[config.mk]
export PLATFORM = sky130hd
export DESIGN_NAME = tap_hold_chord_resolver_top
export DESIGN_NICKNAME = d
export VERILOG_FILES = /design/src/rtl/thcr_pkg.sv /design/src/rtl/thcr_in.sv /design/src/rtl/thcr_core.sv /design/src/rtl/thcr_drain.sv /design/src/rtl/tap_hold_chord_resolver_top.sv
export SDC_FILE = /design/constraint.sdc
export NUM_CORES = 1
export LEC_CHECK = 0
export BUFFER_PORTS_ARGS = -buffer_cell sky130_fd_sc_hd__buf_2
export CAP_MARGIN = 20
export CORE_AREA = 4 4 129 193
export CTS_CLUSTER_DIAMETER = 50
export DETAILED_ROUTE_END_ITERATION = 8
export DIE_AREA = 0 0 133 197
export PLACE_DENSITY_LB_ADDON = 0.1
export SYNTH_ARGS = -nofsm -noshare
export SYNTH_HDL_FRONTEND = slang
export SYNTH_SLANG_ARGS = --single-unit
[constraint.sdc]
create_clock -name clk -period 4.1 [get_ports clk]
set_input_delay 0.82 -clock clk [delete_from_list [all_inputs] [get_ports clk]]
set_output_delay 0.82 -clock clk [all_outputs]
set_load 0.1 [all_outputs]
[src/rtl/thcr_pkg.sv]
`default_nettype none
package thcr_pkg;

  localparam int CODE_W = 16;
  localparam int POS_W  = 5;
  localparam int TAPS_W = 4;
  localparam int TIME_W = 16;
  localparam int IDX_W  = 2;

  localparam logic [IDX_W-1:0] CFG_HOLD_TIMEOUT  = 2'd0;
  localparam logic [IDX_W-1:0] CFG_HAND_AXIS     = 2'd1;
  localparam logic [IDX_W-1:0] CFG_HAND_BOUNDARY = 2'd2;

  localparam logic [TIME_W-1:0] HOLD_TIMEOUT_RST  = 16'd1000;
  localparam logic [POS_W-1:0]  HAND_BOUNDARY_RST = 5'd4;
  // tick expires the deadline when (t - d) mod 2^16 is below this
  localparam logic [TIME_W-1:0] EXPIRE_WINDOW     = 16'd32767;

  localparam logic OP_KEY  = 1'b0;
  localparam logic OP_TICK = 1'b1;

  typedef struct packed {
    logic [TIME_W-1:0] hold_timeout;
    logic              hand_axis;
    logic [POS_W-1:0]  hand_boundary;
  } cfg_t;

  typedef struct packed {
    logic              opcode;
    logic [CODE_W-1:0] code;
    logic              tap_hold;
    logic              key_event;
    logic [POS_W-1:0]  row;
    logic [POS_W-1:0]  col;
    logic              pressed;
    logic [TAPS_W-1:0] taps;
    logic [TIME_W-1:0] tstamp;
  } item_t;

  typedef struct packed {
    logic [CODE_W-1:0] code;
    logic [POS_W-1:0]  row;
    logic [POS_W-1:0]  col;
    logic              pressed;
    logic [TIME_W-1:0] tstamp;
    logic [TAPS_W-1:0] taps;
    logic              intr;
    logic              last;
  } res_t;

  typedef struct packed {
    logic [1:0]     cnt;
    res_t [2:0]     ent;
  } res_set_t;

  typedef struct packed {
    logic              unsettled;
    logic [CODE_W-1:0] code;
    logic [POS_W-1:0]  row;
    logic [POS_W-1:0]  col;
    logic [TIME_W-1:0] tstamp;
    logic [TIME_W-1:0] deadline;
  } held_t;

  function automatic res_t mk_res(logic [CODE_W-1:0] code, logic [POS_W-1:0] row,
                                  logic [POS_W-1:0] col, logic pressed,
                                  logic [TIME_W-1:0] tstamp, logic [TAPS_W-1:0] taps,
                                  logic intr);
    res_t r;
    r.code    = code;
    r.row     = row;
    r.col     = col;
    r.pressed = pressed;
    r.tstamp  = tstamp;
    r.taps    = taps;
    r.intr    = intr;
    r.last    = 1'b0;
    return r;
  endfunction

  function automatic logic left_hand(cfg_t cfg, logic [POS_W-1:0] row,
                                     logic [POS_W-1:0] col);
    logic [POS_W-1:0] c;
    c = cfg.hand_axis ? col : row;
    return c < cfg.hand_boundary;
  endfunction

endpackage
`default_nettype wire

[src/rtl/thcr_in.sv]
`default_nettype none
module thcr_in (
  input  wire logic           clk,
  input  wire logic           rst,
  input  wire logic           s_valid,
  output logic                s_ready,
  input  wire thcr_pkg::item_t s_item,
  input  wire logic           take,
  output logic                vld,
  output thcr_pkg::item_t     item
);
  import thcr_pkg::*;

  assign s_ready = !vld || take;

  always_ff @(posedge clk) begin
    if (rst) begin
      vld <= 1'b0;
    end else if (s_ready) begin
      vld <= s_valid;
    end
  end

  always_ff @(posedge clk) begin
    if (s_ready && s_valid) begin
      item <= s_item;
    end
  end

endmodule
`default_nettype wire

[src/rtl/thcr_core.sv]
`default_nettype none
module thcr_core (
  input  wire logic            clk,
  input  wire logic            rst,
  input  wire thcr_pkg::cfg_t  cfg,
  input  wire thcr_pkg::item_t it,
  input  wire logic            load,
  output thcr_pkg::res_set_t   rs,
  output logic                 unsettled
);
  import thcr_pkg::*;

  held_t             st;
  held_t             st_next;
  logic [TIME_W-1:0] diff;
  logic              expired;
  logic              arm;

  assign unsettled = st.unsettled;
  assign diff      = it.tstamp - st.deadline;
  assign expired   = diff < EXPIRE_WINDOW;
  assign arm       = it.tap_hold && (it.taps == '0) && it.pressed && it.key_event
                     && (cfg.hold_timeout != '0);

  always_comb begin
    rs      = '0;
    st_next = st;
    if (it.opcode == OP_TICK) begin
      if (st.unsettled && expired) begin
        rs.ent[0] = mk_res(st.code, st.row, st.col, 1'b1, st.tstamp, 4'd0, 1'b0);
        rs.cnt    = 2'd1;
        st_next.unsettled = 1'b0;
        st_next.code      = '0;
      end
    end else if (!st.unsettled) begin
      if (arm) begin
        st_next.unsettled = 1'b1;
        st_next.code      = it.code;
        st_next.row       = it.row;
        st_next.col       = it.col;
        st_next.tstamp    = it.tstamp;
        st_next.deadline  = it.tstamp + cfg.hold_timeout;
      end else begin
        rs.ent[0] = mk_res(it.code, it.row, it.col, it.pressed, it.tstamp, it.taps, 1'b0);
        rs.cnt    = 2'd1;
      end
    end else if (it.code == st.code && !it.pressed) begin
      // own release: plain tap
      rs.ent[0] = mk_res(st.code, st.row, st.col, 1'b1, st.tstamp, 4'd1, 1'b0);
      rs.ent[1] = mk_res(st.code, it.row, it.col, 1'b0, it.tstamp, 4'd1, 1'b0);
      rs.cnt    = 2'd2;
      st_next.unsettled = 1'b0;
      st_next.code      = '0;
    end else if (it.pressed && it.code != st.code) begin
      if (left_hand(cfg, st.row, st.col) != left_hand(cfg, it.row, it.col)) begin
        rs.ent[0] = mk_res(st.code, st.row, st.col, 1'b1, st.tstamp, 4'd0, 1'b0);
        rs.ent[1] = mk_res(it.code, it.row, it.col, it.pressed, it.tstamp, it.taps, 1'b0);
        rs.cnt    = 2'd2;
      end else begin
        rs.ent[0] = mk_res(st.code, st.row, st.col, 1'b1, st.tstamp, 4'd1, 1'b1);
        rs.ent[1] = mk_res(st.code, st.row, st.col, 1'b0, st.tstamp, 4'd1, 1'b1);
        rs.ent[2] = mk_res(it.code, it.row, it.col, it.pressed, it.tstamp, it.taps, 1'b0);
        rs.cnt    = 2'd3;
      end
      st_next.unsettled = 1'b0;
      st_next.code      = '0;
    end else begin
      rs.ent[0] = mk_res(it.code, it.row, it.col, it.pressed, it.tstamp, it.taps, 1'b0);
      rs.cnt    = 2'd1;
    end
    for (int k = 0; k < 3; k++) begin
      rs.ent[k].last = (2'(k) == rs.cnt - 2'd1);
    end
  end

  always_ff @(posedge clk) begin
    if (rst) begin
      st <= '0;
    end else if (load) begin
      st <= st_next;
    end
  end

endmodule
`default_nettype wire

[src/rtl/thcr_drain.sv]
`default_nettype none
module thcr_drain (
  input  wire logic               clk,
  input  wire logic               rst,
  input  wire logic               load,
  input  wire thcr_pkg::res_set_t rs,
  input  wire logic               m_ready,
  output logic                    m_valid,
  output thcr_pkg::res_t          head,
  output logic                    free
);
  import thcr_pkg::*;

  res_t [2:0] ent;
  logic [1:0] n;
  logic       take;

  assign m_valid = (n != 2'd0);
  assign take    = m_valid && m_ready;
  assign free    = (n == 2'd0) || (n == 2'd1 && m_ready);
  assign head    = ent[0];

  always_ff @(posedge clk) begin
    if (rst) begin
      n <= 2'd0;
    end else if (load) begin
      n <= rs.cnt;
    end else if (take) begin
      n <= n - 2'd1;
    end
  end

  // results leave from slot 0, the rest shift down on each transfer
  always_ff @(posedge clk) begin
    if (load) begin
      ent <= rs.ent;
    end else if (take) begin
      ent[0] <= ent[1];
      ent[1] <= ent[2];
    end
  end

endmodule
`default_nettype wire

[src/rtl/tap_hold_chord_resolver_top.sv]
`default_nettype none
// channel   dir  handshake            payload
// s_*       in   s_tvalid/s_tready    key event or tick (tdata, tuser)
// m_*       out  m_tvalid/m_tready    settled event (tdata, tuser, tlast)
// cfg_*     in   cfg_valid/cfg_ready  register index and write data
//
// an item is taken into the input register, resolved combinationally into up to
// three results, and those leave one per cycle from the output buffer while
// m_tready is high; items that each give one result then pass one per cycle,
// and a new item loads only once the buffer is empty or its last result leaves
// reset restores the register defaults and releases any held key
// a stall on m_* fills the buffer, then the input register, then drops s_tready
module tap_hold_chord_resolver_top (
  input  wire logic        clk,
  input  wire logic        rst,
  input  wire logic        s_tvalid,
  output logic             s_tready,
  // code[15:0] row[20:16] col[25:21] pressed[26] tap_count[30:27] time[46:31]
  input  wire logic [47:0] s_tdata,
  // opcode[0] tap_hold[1] key_event[2]
  input  wire logic [2:0]  s_tuser,
  output logic             m_tvalid,
  input  wire logic        m_tready,
  // code[15:0] row[20:16] col[25:21] pressed[26] time[42:27] tap_count[46:43]
  output logic [47:0]      m_tdata,
  // interrupted[0]
  output logic [0:0]       m_tuser,
  output logic             m_tlast,
  input  wire logic        cfg_valid,
  output logic             cfg_ready,
  input  wire logic [1:0]  cfg_index,
  input  wire logic [15:0] cfg_data
);
  import thcr_pkg::*;

  cfg_t     cfg;
  item_t    s_item;
  item_t    item;
  logic     in_vld;
  logic     load;
  logic     drain_free;
  logic     unsettled;
  res_set_t rs;
  res_t     head;

  assign cfg_ready = 1'b1;

  always_ff @(posedge clk) begin
    if (rst) begin
      cfg.hold_timeout  <= HOLD_TIMEOUT_RST;
      cfg.hand_axis     <= 1'b0;
      cfg.hand_boundary <= HAND_BOUNDARY_RST;
    end else if (cfg_valid && cfg_ready) begin
      unique case (cfg_index)
        CFG_HOLD_TIMEOUT:  cfg.hold_timeout  <= cfg_data;
        CFG_HAND_AXIS:     cfg.hand_axis     <= cfg_data[0];
        CFG_HAND_BOUNDARY: cfg.hand_boundary <= cfg_data[POS_W-1:0];
        default: ;
      endcase
    end
  end

  always_comb begin
    s_item.opcode    = s_tuser[0];
    s_item.tap_hold  = s_tuser[1];
    s_item.key_event = s_tuser[2];
    s_item.code      = s_tdata[15:0];
    s_item.row       = s_tdata[20:16];
    s_item.col       = s_tdata[25:21];
    s_item.pressed   = s_tdata[26];
    s_item.taps      = s_tdata[30:27];
    s_item.tstamp    = s_tdata[46:31];
  end

  assign load = in_vld && drain_free;

  thcr_in u_in (
    .clk     (clk),
    .rst     (rst),
    .s_valid (s_tvalid),
    .s_ready (s_tready),
    .s_item  (s_item),
    .take    (load),
    .vld     (in_vld),
    .item    (item)
  );

  thcr_core u_core (
    .clk       (clk),
    .rst       (rst),
    .cfg       (cfg),
    .it        (item),
    .load      (load),
    .rs        (rs),
    .unsettled (unsettled)
  );

  thcr_drain u_drain (
    .clk     (clk),
    .rst     (rst),
    .load    (load),
    .rs      (rs),
    .m_ready (m_tready),
    .m_valid (m_tvalid),
    .head    (head),
    .free    (drain_free)
  );

  assign m_tdata = {1'b0, head.taps, head.tstamp, head.pressed, head.col, head.row, head.code};
  assign m_tuser = head.intr;
  assign m_tlast = head.last;

  // last result taken with nothing pending leaves the output empty
  a_last_empties: assert property (@(posedge clk) disable iff (rst)
    m_tvalid && m_tready && m_tlast && !in_vld |=> !m_tvalid)
    else $error("output still valid after last transfer");

  // a non-last result is always followed by another
  a_run_continues: assert property (@(posedge clk) disable iff (rst)
    m_tvalid && m_tready && !m_tlast |=> m_tvalid)
    else $error("run ended without last");

  // two or three results only come from settling the held key
  a_multi_settles: assert property (@(posedge clk) disable iff (rst)
    load && (rs.cnt == 2'd2 || rs.cnt == 2'd3) |=> !unsettled)
    else $error("key still held after settle");

  // an item with no result adds nothing to an empty output
  a_silent_item: assert property (@(posedge clk) disable iff (rst)
    load && rs.cnt == 2'd0 |=> !m_tvalid)
    else $error("result from silent item");

endmodule
`default_nettype wire
==> qor.txt <==
=================================================================================================
Wire length of the first global-routing pass .......................................      52.6 mm
Number of enable-type register cells in the synthesized netlist ....................          196
Share of post-route cells with drive strength above 1 ..............................        15.4%
Maximum operating frequency ........................................................    0.287 GHz
Top-area cell type share of the netlist area .......................................        42.7%
Total Routed Length ................................................................      32.8 mm
# placed instances .................................................................         1673
Mean post-synth cell area ..........................................................     10.3 µm²
Category of the worst setup path capture point .....................................         flop
Vias per inst ......................................................................         5.86
Antenna Nets Post-Route ............................................................            0
Horizontal die dimension ...........................................................       133 µm
Clock Tree Buf Depth ...............................................................            3
Vertical die dimension .............................................................       197 µm
Quantity of gates resized following cts ............................................            0
Sum of overflow across all layers after global routing .............................            0
Number of buffers inserted to repair setup after CTS ...............................            0
Total count of max-transition violations in the final report .......................            0
Post-place instance area ...........................................................    14400 µm²
Share of async-settable or async-resettable flops after synthesis ..................           0%
Number of hold-repair buffers added at the cts stage ...............................            0
HPWL after detailed placement ......................................................      21.6 mm
DR vias ............................................................................        10114
CP max FO ..........................................................................           27
Row Count ..........................................................................           68
Portion of the post-synthesis area used by sequential elements .....................        54.9%
TritonCTS clock tree ...............................................................         done
Setup violators final ..............................................................            0
Number of distinct library cell variants in the gate-level netlist after synthesis .           68
Fraction of the cycle the final worst path needs ...................................        85.0%
WS Path Type ....................................................................... flop to flop
Clk pwr share ......................................................................        30.8%
Hold violation total from the final report .........................................            0
Clock Root Buffer ..................................................................    clkbuf_16
Maximum resistive drop on vdd ......................................................   0.000370 V
Setup TNS ..........................................................................         0 ps
Internal power of the cells ........................................................      5.34 mW
Number of antenna violations at the first check in global routing ..................            1
CTS H-Tree Depth ...................................................................            1
Vias in the first global route .....................................................         9960
Type of the most critical hold path ................................................ flop to flop
Startpoint type of the worst setup path ............................................         flop
Cell accounting for the most synthesized area ......................................     edfxtp_1
Main synth FF type .................................................................     edfxtp_1
Net switching fraction of the power ................................................        34.6%
Post-synthesis instance area .......................................................    13800 µm²
Worst skew pair latency ............................................................       540 ps
Sw Pwr .............................................................................      2.82 mW
Most instantiated cells after synthesis ............................................ 218 x nand2_1, 196 x edfxtp_1, 120 x a21oi_1
Number of filler cells placed in the layout ........................................         1860
Post-route DRC .....................................................................            0
Largest cells by area after synthesis .............................................. edfxtp_1 43%, dfxtp_1 12%, nand2_1 5.9%
Synth Register Bits ................................................................          280
Power consumption ..................................................................      8.16 mW
Power share of the combinational group .............................................        25.0%
Core Util, Final ...................................................................        66.4%
Final Net Count ....................................................................         1509
Layout overhead on the synthesized area ............................................        11.0%
Max-capacitance violation count ....................................................            0
Final Skew .........................................................................      13.0 ps
Arrival time of data at the critical path endpoint .................................      3760 ps
Final GP Congestion ................................................................        0.941
Maximum number of pins on one net before global-route repair .......................           64
Sequential share of power ..........................................................        44.2%
Total I/O pin count ................................................................          127
Setup repair after global routing missed its margin ................................           no
Core box area ......................................................................    23100 µm²
Clock Sink Count ...................................................................          280
Final min period ...................................................................      3480 ps
Area of all placed cells without fillers ...........................................    15300 µm²
Number of CTS-inserted buffers .....................................................           29
Worst rel slew slack ...............................................................        35.1%
Syn nets ...........................................................................         1455
Warning count from the yosys run ...................................................            0
Routed wirelength normalized by instance count .....................................      19.0 µm
Clock input transition at the sequential cells of the worst setup and hold paths ...        60 ps
Iteration-0 DRC count of the detailed router .......................................          823
Outcome ............................................................................ finished, final reports clean
Cell with the most instances after synthesis .......................................      nand2_1
P_leak .............................................................................      5.72 nW
Ratio of total power to cell area ..................................................   533 nW/µm²
Data required, critical path .......................................................      4370 ps
Worst slew pin tran ................................................................       974 ps
Final instance count without filler cells ..........................................         1727
GRT Resource Usage Total ...........................................................        24.8%
Area enclosed by the die boundary ..................................................    26200 µm²
Syn Inst Count .....................................................................         1335
Count of input and output buffers ..................................................          123
Starting utilization of the core area ..............................................        59.8%
Router iterations before antenna repair ............................................            5
Setup slack of the worst register-to-register path .................................       620 ps
=================================================================================================
-- layout by cell type (no fill, tap or decap), types with 11 or more instances in the layout --
cell	synthesis	layout
nor3_1	13	12
ha_1	44	44
xor2_1	21	21
nor4_1	19	18
a22o_1	20	20
buf_2	20	123
nand2_1	218	218
a21o_1	11	11
edfxtp_1	196	196
and2_1	48	47
buf_4	49	21
o211ai_1	45	45
nor2_1	85	85
o21a_1	12	12
a21oi_1	120	120
clkbuf_16	0	29
a22oi_1	43	43
dfxtp_1	84	84
o21ai_0	65	65
inv_1	34	34
-- through the flow --
stage	hold slack, ps	setup WS (ps)
6_report	452	616
5_1_grt	434	376
4_1_cts	431	602
3_5_place_dp	445	632
3_3_place_gp	440	706
2_1_floorplan	432	804
-- cell type report --
class	instances	area (µm²)	area share [%]
Antenna cell	1	2.50	0.0164
Clock buffer	35	748	4.89
Clock inverter	18	169	1.10
Inverter	35	133	0.867
Multi-Input combinational cell	896	5450	35.6
Sequential cell	280	7570	49.5
Tap cell	315	394	2.58
Timing Repair Buffer	147	833	5.45
-- power by group through the flow --
stage | Sequential [mW] | Clock, mW | Combinational, mW
finish | 3.61 | 2.51 | 2.04
global route | 3.63 | 2.68 | 2.17
CTS | 3.61 | 2.55 | 2.04
detailed placement | 3.67 | 0 | 2.04
global placement | 3.66 | 0 | 2.01
floorplan | 3.64 | 0 | 1.75
-- flip-flops by register name, indices dropped and copies added, names as in the netlist --
| name | cells |
|---|---|
| u_drain.ent | 97 |
| u_drain.n | 2 |
| u_in.item | 50 |
| u_drain.head | 49 |
| cfg | 22 |
| u_core.st | 58 |
| u_in.vld | 1 |
| u_core.unsettled | 1 |
-- logic make-up after synthesis --
logic type,share of synthesized area (%)
fa+ha+maj,4.29
compound gates,17.3
simple gates,14.3
buf+inv,5.90
xor+xnor,1.97
other cells,0.0545
mux,1.32
flops,54.9
-- critical path, stage by stage, from the launching register on --
cell	delay (ps)
dfxtp_1	680
mux2_2	400
ha_1	270
o21a_1	170
o211ai_1	140
o21ai_0	120
xnor2_1	250
buf_4	190
nor2_1	60
or2_2	550
a22oi_1	280
o21ai_0	100
-- worst paths after layout --
kind / startpoint / end / depth (start not counted)
hold / removal: u_core.st[13]$_SDFFE_PP0P_ / u_core.st[13]$_SDFFE_PP0P_ / 2
setup reg to reg: cfg[5]$_SDFFE_PP0P_ / u_drain.ent[56]$_DFFE_PP_ / 11
hold reg to reg: u_core.st[13]$_SDFFE_PP0P_ / u_core.st[13]$_SDFFE_PP0P_ / 2
setup / recovery: cfg[5]$_SDFFE_PP0P_ / u_drain.ent[56]$_DFFE_PP_ / 11
-- metal layers --
metal,GRT usage (%),wire length [µm],part of all wire (%)
met1,30.6,12900,39
met3,3.12,1800,5.5
met2,44.7,17200,52
met4,8.51,957,2.9
met5,0,0,0
Power figures use the tool's default switching activity.
